$ cat src/rtl/piecewise_linear_level_sensor_defines.svh
// assertion macros for the piecewise linear level sensor
`ifndef PIECEWISE_LINEAR_LEVEL_SENSOR_DEFINES_SVH
`define PIECEWISE_LINEAR_LEVEL_SENSOR_DEFINES_SVH

`ifndef NO_ASSERTIONS

// same-cycle implication, checked at every clock edge out of reset
`define PLLS_ASSERT_NOW(label, ante, cons) \
    label: assert property (@(posedge clk) disable iff (!rst_n) (ante) |-> (cons)) \
        else $error("level sensor check failed");

// next-cycle implication, checked at every clock edge out of reset
`define PLLS_ASSERT_NEXT(label, ante, cons) \
    label: assert property (@(posedge clk) disable iff (!rst_n) (ante) |=> (cons)) \
        else $error("level sensor check failed");

`else

`define PLLS_ASSERT_NOW(label, ante, cons)
`define PLLS_ASSERT_NEXT(label, ante, cons)

`endif

`endif

$ cat src/rtl/plls_pkg.sv
// shared constants, types and helpers of the piecewise linear level sensor
package plls_pkg;

    // defaults of the top level parameters
    localparam int DEF_POINTS    = 8;
    localparam int DEF_BOTTOM_MM = 400;
    localparam int DEF_ADC_BITS  = 10;

    // converter full scale in millivolts
    localparam int FULL_SCALE_MV = 3250;

    // register file layout
    localparam int NUM_REGS  = 8;
    localparam int REG_W     = 28;
    localparam int ADDR_W    = 3;
    localparam int MV_W      = 12;
    localparam int H_W       = 16;
    localparam int SEG_W     = 4;
    localparam int LEVEL_W   = 9;
    localparam int LEVEL_MAX = 511;

    // divider layout: quotient bits and restoring steps per pipeline stage
    localparam int Q_W            = 16;
    localparam int STEPS_PER_STAGE = 4;
    localparam int DIV_STAGES     = Q_W / STEPS_PER_STAGE;
    localparam int MAG_W          = Q_W + MV_W;

    // calibration points after reset: millivolts in the top field, height below
    localparam logic [REG_W-1:0] RESET_POINTS [NUM_REGS] = '{
        28'd35389740,  28'd39321850,  28'd49807560,  28'd62914710,
        28'd85852260,  28'd155975730, 28'd186777640, 28'd201850915
    };

    // item in flight through the divider stages
    typedef struct packed {
        logic [MV_W-1:0]  rem;
        logic [Q_W-1:0]   qn;
        logic [MV_W-1:0]  den;
        logic             neg;
        logic [H_W-1:0]   y1;
        logic [SEG_W-1:0] seg;
        logic [MV_W-1:0]  mv;
    } div_item_t;

    // one restoring step: shift in a dividend bit, subtract when it fits
    function automatic logic [MV_W:0] div_step(
        input logic [MV_W-1:0] rem,
        input logic            nbit,
        input logic [MV_W-1:0] den
    );
        logic [MV_W:0] wide;
        logic [MV_W:0] diff;
        wide = {rem, nbit};
        diff = wide - {1'b0, den};
        if (wide >= {1'b0, den})
        begin
            return {1'b1, diff[MV_W-1:0]};
        end
        return {1'b0, wide[MV_W-1:0]};
    endfunction

endpackage

$ cat src/rtl/piecewise_linear_level_sensor.sv
// top level of the piecewise linear level sensor: millivolt scaling and calibration
//
//  channel  | handshake            | payload
//  ---------+----------------------+--------------------------------------
//  input    | in_valid / in_ready  | adc_code
//  output   | out_valid / out_ready| level_mm, voltage_mv, segment
//  config   | cfg_we               | cfg_addr, cfg_data
//
// one code per cycle sustained while the output does not stall; the 16-bit
// restoring divider works at four quotient bits per stage.
// rst_n clears all valid bits and loads the reset calibration points.
// a stall at the output freezes every stage at once; in_ready follows
// the output register being empty or taken in the same cycle.
`include "piecewise_linear_level_sensor_defines.svh"

module piecewise_linear_level_sensor #(
    parameter int POINTS    = plls_pkg::DEF_POINTS,
    parameter int BOTTOM_MM = plls_pkg::DEF_BOTTOM_MM,
    parameter int ADC_BITS  = plls_pkg::DEF_ADC_BITS
) (
    input  logic                               clk,
    input  logic                               rst_n,
    input  logic                               in_valid,
    output logic                               in_ready,
    input  logic [ADC_BITS-1:0]                adc_code,
    output logic                               out_valid,
    input  logic                               out_ready,
    output logic [plls_pkg::LEVEL_W-1:0]       level_mm,
    output logic [plls_pkg::MV_W-1:0]          voltage_mv,
    output logic [plls_pkg::SEG_W-1:0]         segment,
    input  logic                               cfg_we,
    input  logic [plls_pkg::ADDR_W-1:0]        cfg_addr,
    input  logic [plls_pkg::REG_W-1:0]         cfg_data
);

    localparam int MV_W   = plls_pkg::MV_W;
    localparam int H_W    = plls_pkg::H_W;
    localparam int SEG_W  = plls_pkg::SEG_W;
    localparam int Q_W    = plls_pkg::Q_W;
    localparam int MAG_W  = plls_pkg::MAG_W;
    localparam int DS     = plls_pkg::DIV_STAGES;
    localparam int STEPS  = plls_pkg::STEPS_PER_STAGE;
    localparam int PROD_W = ADC_BITS + MV_W;
    localparam int NSTAGE = DS + 4;
    localparam int LVL_W  = H_W + 2;

    localparam logic signed [LVL_W-1:0] BOTTOM  = LVL_W'(BOTTOM_MM);
    localparam logic signed [LVL_W-1:0] LVL_TOP = LVL_W'(plls_pkg::LEVEL_MAX);

    // calibration registers
    logic [plls_pkg::REG_W-1:0] point_reg [plls_pkg::NUM_REGS];

    // pipeline control
    logic              adv;
    logic [NSTAGE-1:0] valid_reg;
    logic [NSTAGE-1:0] valid_next;

    // stage 1: millivolts
    logic [PROD_W-1:0] prod;
    logic [MV_W-1:0]   mv_next;
    logic [MV_W-1:0]   mv_reg;

    // stage 2: segment choice and differences
    logic [SEG_W-1:0]  seg_next,  sel_seg_reg;
    logic [MV_W-1:0]   dx_next,   sel_dx_reg;
    logic [MV_W-1:0]   den_next,  sel_den_reg;
    logic [H_W-1:0]    y1_next,   sel_y1_reg;
    logic [H_W-1:0]    dy_next,   sel_dy_reg;
    logic              neg_next,  sel_neg_reg;
    logic [MV_W-1:0]   sel_mv_reg;

    // stage 3 and divider stages
    logic [MAG_W-1:0]      mag;
    plls_pkg::div_item_t   div_reg  [DS+1];
    plls_pkg::div_item_t   div_next [DS+1];

    // output stage
    logic [LVL_W-1:0]         h_sum;
    logic signed [LVL_W-1:0]  lvl_raw;
    logic [plls_pkg::LEVEL_W-1:0] level_next, level_reg;
    logic [MV_W-1:0]          vout_reg;
    logic [SEG_W-1:0]         segout_reg;

    // the whole pipeline moves when the output register can take an item
    assign adv        = out_ready || !valid_reg[NSTAGE-1];
    assign in_ready   = adv;
    assign valid_next = {valid_reg[NSTAGE-2:0], in_valid};

    // configuration writes
    always_ff @(posedge clk or negedge rst_n)
    begin
        if (!rst_n)
        begin
            for (int k = 0; k < plls_pkg::NUM_REGS; k++)
            begin
                point_reg[k] <= plls_pkg::RESET_POINTS[k];
            end
        end
        else if (cfg_we)
        begin
            point_reg[cfg_addr] <= cfg_data;
        end
    end

    // valid bits
    always_ff @(posedge clk or negedge rst_n)
    begin
        if (!rst_n)
        begin
            valid_reg <= '0;
        end
        else if (adv)
        begin
            valid_reg <= valid_next;
        end
    end

    // code to millivolts
    always_comb
    begin
        prod    = PROD_W'(adc_code) * PROD_W'(plls_pkg::FULL_SCALE_MV);
        mv_next = MV_W'(prod >> ADC_BITS);
    end

    // pick the segment and form its differences
    always_comb
    begin
        logic          found;
        logic [H_W:0]  dy_wide;
        logic [MV_W-1:0] x1;
        logic [H_W-1:0]  y2;
        found    = 1'b0;
        seg_next = SEG_W'(POINTS);
        x1       = mv_reg;
        y1_next  = point_reg[POINTS-1][H_W-1:0];
        y2       = point_reg[POINTS-1][H_W-1:0];
        den_next = MV_W'(1);
        dx_next  = '0;
        if (mv_reg <= point_reg[0][H_W +: MV_W])
        begin
            seg_next = '0;
            y1_next  = point_reg[0][H_W-1:0];
            y2       = point_reg[0][H_W-1:0];
        end
        else
        begin
            for (int i = 1; i < POINTS; i++)
            begin
                if (!found && mv_reg <= point_reg[i][H_W +: MV_W])
                begin
                    found    = 1'b1;
                    seg_next = SEG_W'(i);
                    x1       = point_reg[i-1][H_W +: MV_W];
                    y1_next  = point_reg[i-1][H_W-1:0];
                    y2       = point_reg[i][H_W-1:0];
                    den_next = point_reg[i][H_W +: MV_W] - point_reg[i-1][H_W +: MV_W];
                end
            end
            if (found)
            begin
                dx_next = mv_reg - x1;
            end
        end
        dy_wide  = {1'b0, y2} - {1'b0, y1_next};
        neg_next = dy_wide[H_W];
        dy_next  = neg_next ? H_W'(-dy_wide) : dy_wide[H_W-1:0];
    end

    // product magnitude; its top bits are always below the divisor
    assign mag = MAG_W'(sel_dy_reg) * MAG_W'(sel_dx_reg);

    // divider stages, STEPS_PER_STAGE restoring steps each
    always_comb
    begin
        plls_pkg::div_item_t d;
        logic [MV_W:0]       st;
        div_next[0].rem = mag[MAG_W-1:Q_W];
        div_next[0].qn  = mag[Q_W-1:0];
        div_next[0].den = sel_den_reg;
        div_next[0].neg = sel_neg_reg;
        div_next[0].y1  = sel_y1_reg;
        div_next[0].seg = sel_seg_reg;
        div_next[0].mv  = sel_mv_reg;
        for (int k = 1; k <= DS; k++)
        begin
            d = div_reg[k-1];
            for (int s = 0; s < STEPS; s++)
            begin
                st    = plls_pkg::div_step(d.rem, d.qn[Q_W-1], d.den);
                d.rem = st[MV_W-1:0];
                d.qn  = {d.qn[Q_W-2:0], st[MV_W]};
            end
            div_next[k] = d;
        end
    end

    // height, level and saturation
    always_comb
    begin
        if (div_reg[DS].neg)
        begin
            h_sum = LVL_W'(div_reg[DS].y1) - LVL_W'(div_reg[DS].qn);
        end
        else
        begin
            h_sum = LVL_W'(div_reg[DS].y1) + LVL_W'(div_reg[DS].qn);
        end
        lvl_raw = BOTTOM - $signed(h_sum);
        if (lvl_raw < 0)
        begin
            level_next = '0;
        end
        else if (lvl_raw > LVL_TOP)
        begin
            level_next = plls_pkg::LEVEL_W'(plls_pkg::LEVEL_MAX);
        end
        else
        begin
            level_next = lvl_raw[plls_pkg::LEVEL_W-1:0];
        end
    end

    // payload registers, all stages advance together
    always_ff @(posedge clk)
    begin
        if (adv)
        begin
            mv_reg      <= mv_next;
            sel_seg_reg <= seg_next;
            sel_mv_reg  <= mv_reg;
            sel_dx_reg  <= dx_next;
            sel_den_reg <= den_next;
            sel_y1_reg  <= y1_next;
            sel_dy_reg  <= dy_next;
            sel_neg_reg <= neg_next;
            for (int k = 0; k <= DS; k++)
            begin
                div_reg[k] <= div_next[k];
            end
            level_reg  <= level_next;
            vout_reg   <= div_reg[DS].mv;
            segout_reg <= div_reg[DS].seg;
        end
    end

    assign out_valid  = valid_reg[NSTAGE-1];
    assign level_mm   = level_reg;
    assign voltage_mv = vout_reg;
    assign segment    = segout_reg;

    // checks
    `PLLS_ASSERT_NEXT(a_stall_freezes, !in_ready, $stable(valid_reg))
    `PLLS_ASSERT_NOW(a_seg_range, out_valid, segment <= SEG_W'(POINTS))
    `PLLS_ASSERT_NOW(a_rem_below_den, valid_reg[NSTAGE-2], div_reg[DS].rem < div_reg[DS].den)
    `PLLS_ASSERT_NOW(a_level_bound, out_valid && (BOTTOM_MM <= plls_pkg::LEVEL_MAX),
        LVL_W'(level_mm) <= LVL_W'(BOTTOM_MM))

endmodule

$ cat config.mk
export PLATFORM = sky130hd
export DESIGN_NAME = piecewise_linear_level_sensor
export DESIGN_NICKNAME = d
export VERILOG_FILES = /design/src/rtl/plls_pkg.sv /design/src/rtl/piecewise_linear_level_sensor.sv
export VERILOG_INCLUDE_DIRS = /design/src /design/src/rtl
export SDC_FILE = /design/constraint.sdc
export NUM_CORES = 2
export LEC_CHECK = 0
export CORE_MARGIN = 1.5
export CORE_UTILIZATION = 40
export DETAILED_ROUTE_END_ITERATION = 10
export DONT_BUFFER_PORTS = 1
export SLEW_MARGIN = 20
export SYNTH_ARGS = -nofsm -noshare
export SYNTH_HDL_FRONTEND = slang
export SYNTH_SLANG_ARGS = --single-unit
$ cat constraint.sdc
create_clock -name clk -period 21.5 [get_ports clk]
set_clock_uncertainty 0.1 [all_clocks]
set_input_delay 3.225 -clock clk [delete_from_list [all_inputs] [get_ports clk]]
set_output_delay 3.225 -clock clk [all_outputs]
set_load 0.01 [all_outputs]
==> results.py <==
metrics = {
    "status": {
        "status": "finished, final reports clean",
    },
    "cells_and_area": {
        "n_antenna_cell": 0,
        "drive_above_1_share_pct": 11.3,
        "syn_to_final_growth_pct": 8.95,
        "final_util_pct": 43.9,
        "fin_nets": 5809,
        "largest_reg_flops": 341,
        "finalNonFillerCells": 6822,
    },
    "die": {
        "fp-row-count": 132,
        "initial_core_util_pct": 40.3,
        "die-width_um": 364,
        "die_h_um": 364,
        "core_area_mm2": 0.129,
        "die-area_mm2": 0.132,
        "num_io_pins": 73,
    },
    "logic_synthesis": {
        "ys_types": 114,
        "synth_nets": 5845,
        "syn_inst": 5055,
        "syn_area_mm2": 0.0521,
        "ys_ff_latch": 683,
        "synthFlopType": "edfxtp_1",
        "yosysTopAreaCell": "edfxtp_1",
        "ys_warn_count": 0,
        "synth-seq-area-share_pct": 37.3,
        "synth_edf_count": 451,
        "synth.most_common_cell": "ha_1",
        "synth.avg_cell_area_um2": 10.3,
        "async_flop_share_pct": 34.0,
        "yosys.area.top_type_share_pct": 26.0,
        "synthTopCellsByCount": "ha_1, inv_1, edfxtp_1",
        "synth.area.top_cells": "edfxtp_1, ha_1, dfrtp_1",
    },
    "drt": {
        "drtAntennaViolNets": 0,
        "drt-initial-drc-count": 2538,
        "num_vias": 37700,
        "drtPass1Iterations": 5,
        "viasPerCell": 5.53,
        "drc": 0,
        "wl_per_cell_um": 19.7,
        "drt-total-wl_mm": 134,
    },
    "timing": {
        "finalSetupViolations": 0,
        "setup_tns_ns": 0,
        "fin_crit_ns": 12.01,
        "holdWs_ns": 0.310,
        "fmaxAchievable_mhz": 83.3,
        "post-route-period-util_pct": 55.9,
        "max-slew-margin-rel_pct": 29.0,
        "worst_pin_slew_ns": 1.06,
        "slew_viol_final": 0,
        "hold_viol_final": 0,
        "grt_setup_unrepaired": "false",
    },
    "setup_path": {
        "critPathMaxStageDelay_ns": 0.66,
        "r2r.worst_path.cells": 47,
        "reg2reg_from": "div_reg[0][34]",
        "path_max_fanout": 20,
        "r2r_slack_ns": 9.49,
        "start_kind": "register",
        "cp-end-kind": "register",
        "cp_slowest_cell": "a2111oi_2",
        "worstPathArrival_ns": 12.32,
        "crit_type": "register to register",
        "r2r_end": "div_reg[0][139]",
        "cp.required_ns": 21.81,
        "critPathMostFrequentCell": "o21ai_0",
    },
    "hold_path": {
        "min_path_cells": 0,
        "holdCritPathClass": "register to register",
        "hold_start": "sel_seg_reg[2]",
        "holdPathEnd": "div_reg[0][14]",
    },
    "cts": {
        "ctsHoldBuffers": 0,
        "cts_setup_buffers": 0,
        "cts_tree": "built",
        "cts-root-buf": "clkbuf_16",
        "htreeDepth": 3,
        "clock-sinks": 683,
        "clk_pin_slew_ns": 0.06,
        "cts_inserted_buffers": 77,
        "clkLatencyLatePin_ns": 0.71,
        "post_cts_resized": 0,
        "cts_max_path_buffers": 3,
    },
    "placed_design": {
        "dp_cells": 6682,
        "place_hpwl_mm": 101,
        "io_buffers": 0,
        "gp_congestion": 0.892,
    },
    "global_routing": {
        "grt_overflow": 0,
        "grt_pass1_wl_mm": 211,
        "grt_pass1_vias": 37000,
        "grt_antenna_before_repair": 3,
        "grt_usage_pct": 20.3,
        "grt_start_max_net_pins": 233,
    },
    "flow_run": {
        "maxCapViolCount": 0,
    },
}
[final cells by class]
| class | instances | area (um^2) |
|---|---|---|
| Sequential cell | 683 | 19400 |
| Multi-Input combinational cell | 3707 | 30200 |
| Fill cell | 12300 | 72500 |
| Clock buffer | 96 | 2080 |
| Inverter | 504 | 1890 |
| Clock inverter | 44 | 606 |
| Tap cell | 1742 | 2180 |
| Timing Repair Buffer | 46 | 358 |
[through the flow]
step           cell area [um^2]  setup slack (ns)
4_1_cts                   56800              9.57
3_3_place_gp              54100              9.88
5_1_grt                   56800              8.22
6_report                  56800              9.49
2_1_floorplan             52100              2.38
3_5_place_dp              54100              9.62
[how the worst max path moves through the flow]
stage	start	to	slack, ns	cells after the start
after floorplan	out_ready	in_ready	2.38	2
after global placement	div_reg[0][34]	div_reg[0][142]	9.88	47
after detailed placement	div_reg[0][34]	div_reg[0][145]	9.62	47
after CTS	div_reg[0][34]	div_reg[0][139]	9.57	47
after global routing	div_reg[0][34]	div_reg[0][135]	8.22	47
final	div_reg[0][34]	div_reg[0][139]	9.49	47
[critical path, delay by kind of cell, from the launching register on]
family	cells	cell delay, ns
AOI/OAI and AO/OA	22	5.37
adders and majority gates	4	1.26
buffers and inverters	6	1.27
DFF	1	0.45
muxes	2	0.62
and+or+nand+nor	13	2.66
[cell usage in the layout, fill, tap and decap left out, types with 23 or more instances in the layout]
master	instances
o21bai_1	24
o221ai_1	39
a21boi_0	32
xnor2_1	170
mux2i_1	32
mux2_2	243
nand2_1	422
and2_1	78
nor2b_1	65
o21a_1	73
xor2_1	96
dfrtp_1	167
a211oi_1	33
a21oi_1	271
nor2_1	295
ha_1	556
nand4_1	46
or3_1	23
a21o_1	112
nand3_1	50
fa_1	188
a31oi_1	29
clkbuf_16	77
inv_1	501
buf_4	45
and3_1	25
a221oi_1	43
o21ai_0	260
nor3_1	69
dfstp_2	65
edfxtp_1	451
nand2b_1	47
[per-layer routing]
layer	vias to the layer above	share of wire, %	track usage [%]
met3	221	4.7	2.80
met1	18500	45	27.5
met4	0	3.0	6.58
met2	936	47	33.3
met5	-	0	0
li1	18100	-	-
[logic make-up (layout without fill, tap and decap cells)]
family / Yosys count / after routing / share of synthesized area, %
AND/OR/NAND/NOR: 1209 / 1209 / 11.0
AO/OA/AOI/OAI: 1198 / 1198 / 15.5
adder cells (fa/ha/maj): 744 / 744 / 20.6
flip-flops: 683 / 683 / 37.3
buffers and inverters: 665 / 690 / 4.89
multiplexers: 289 / 289 / 6.23
XOR/XNOR: 267 / 267 / 4.51
Power is left out: the tool's default activity adds up to more than one toggle a clock period on the data nets, which glitch-free logic cannot reach.
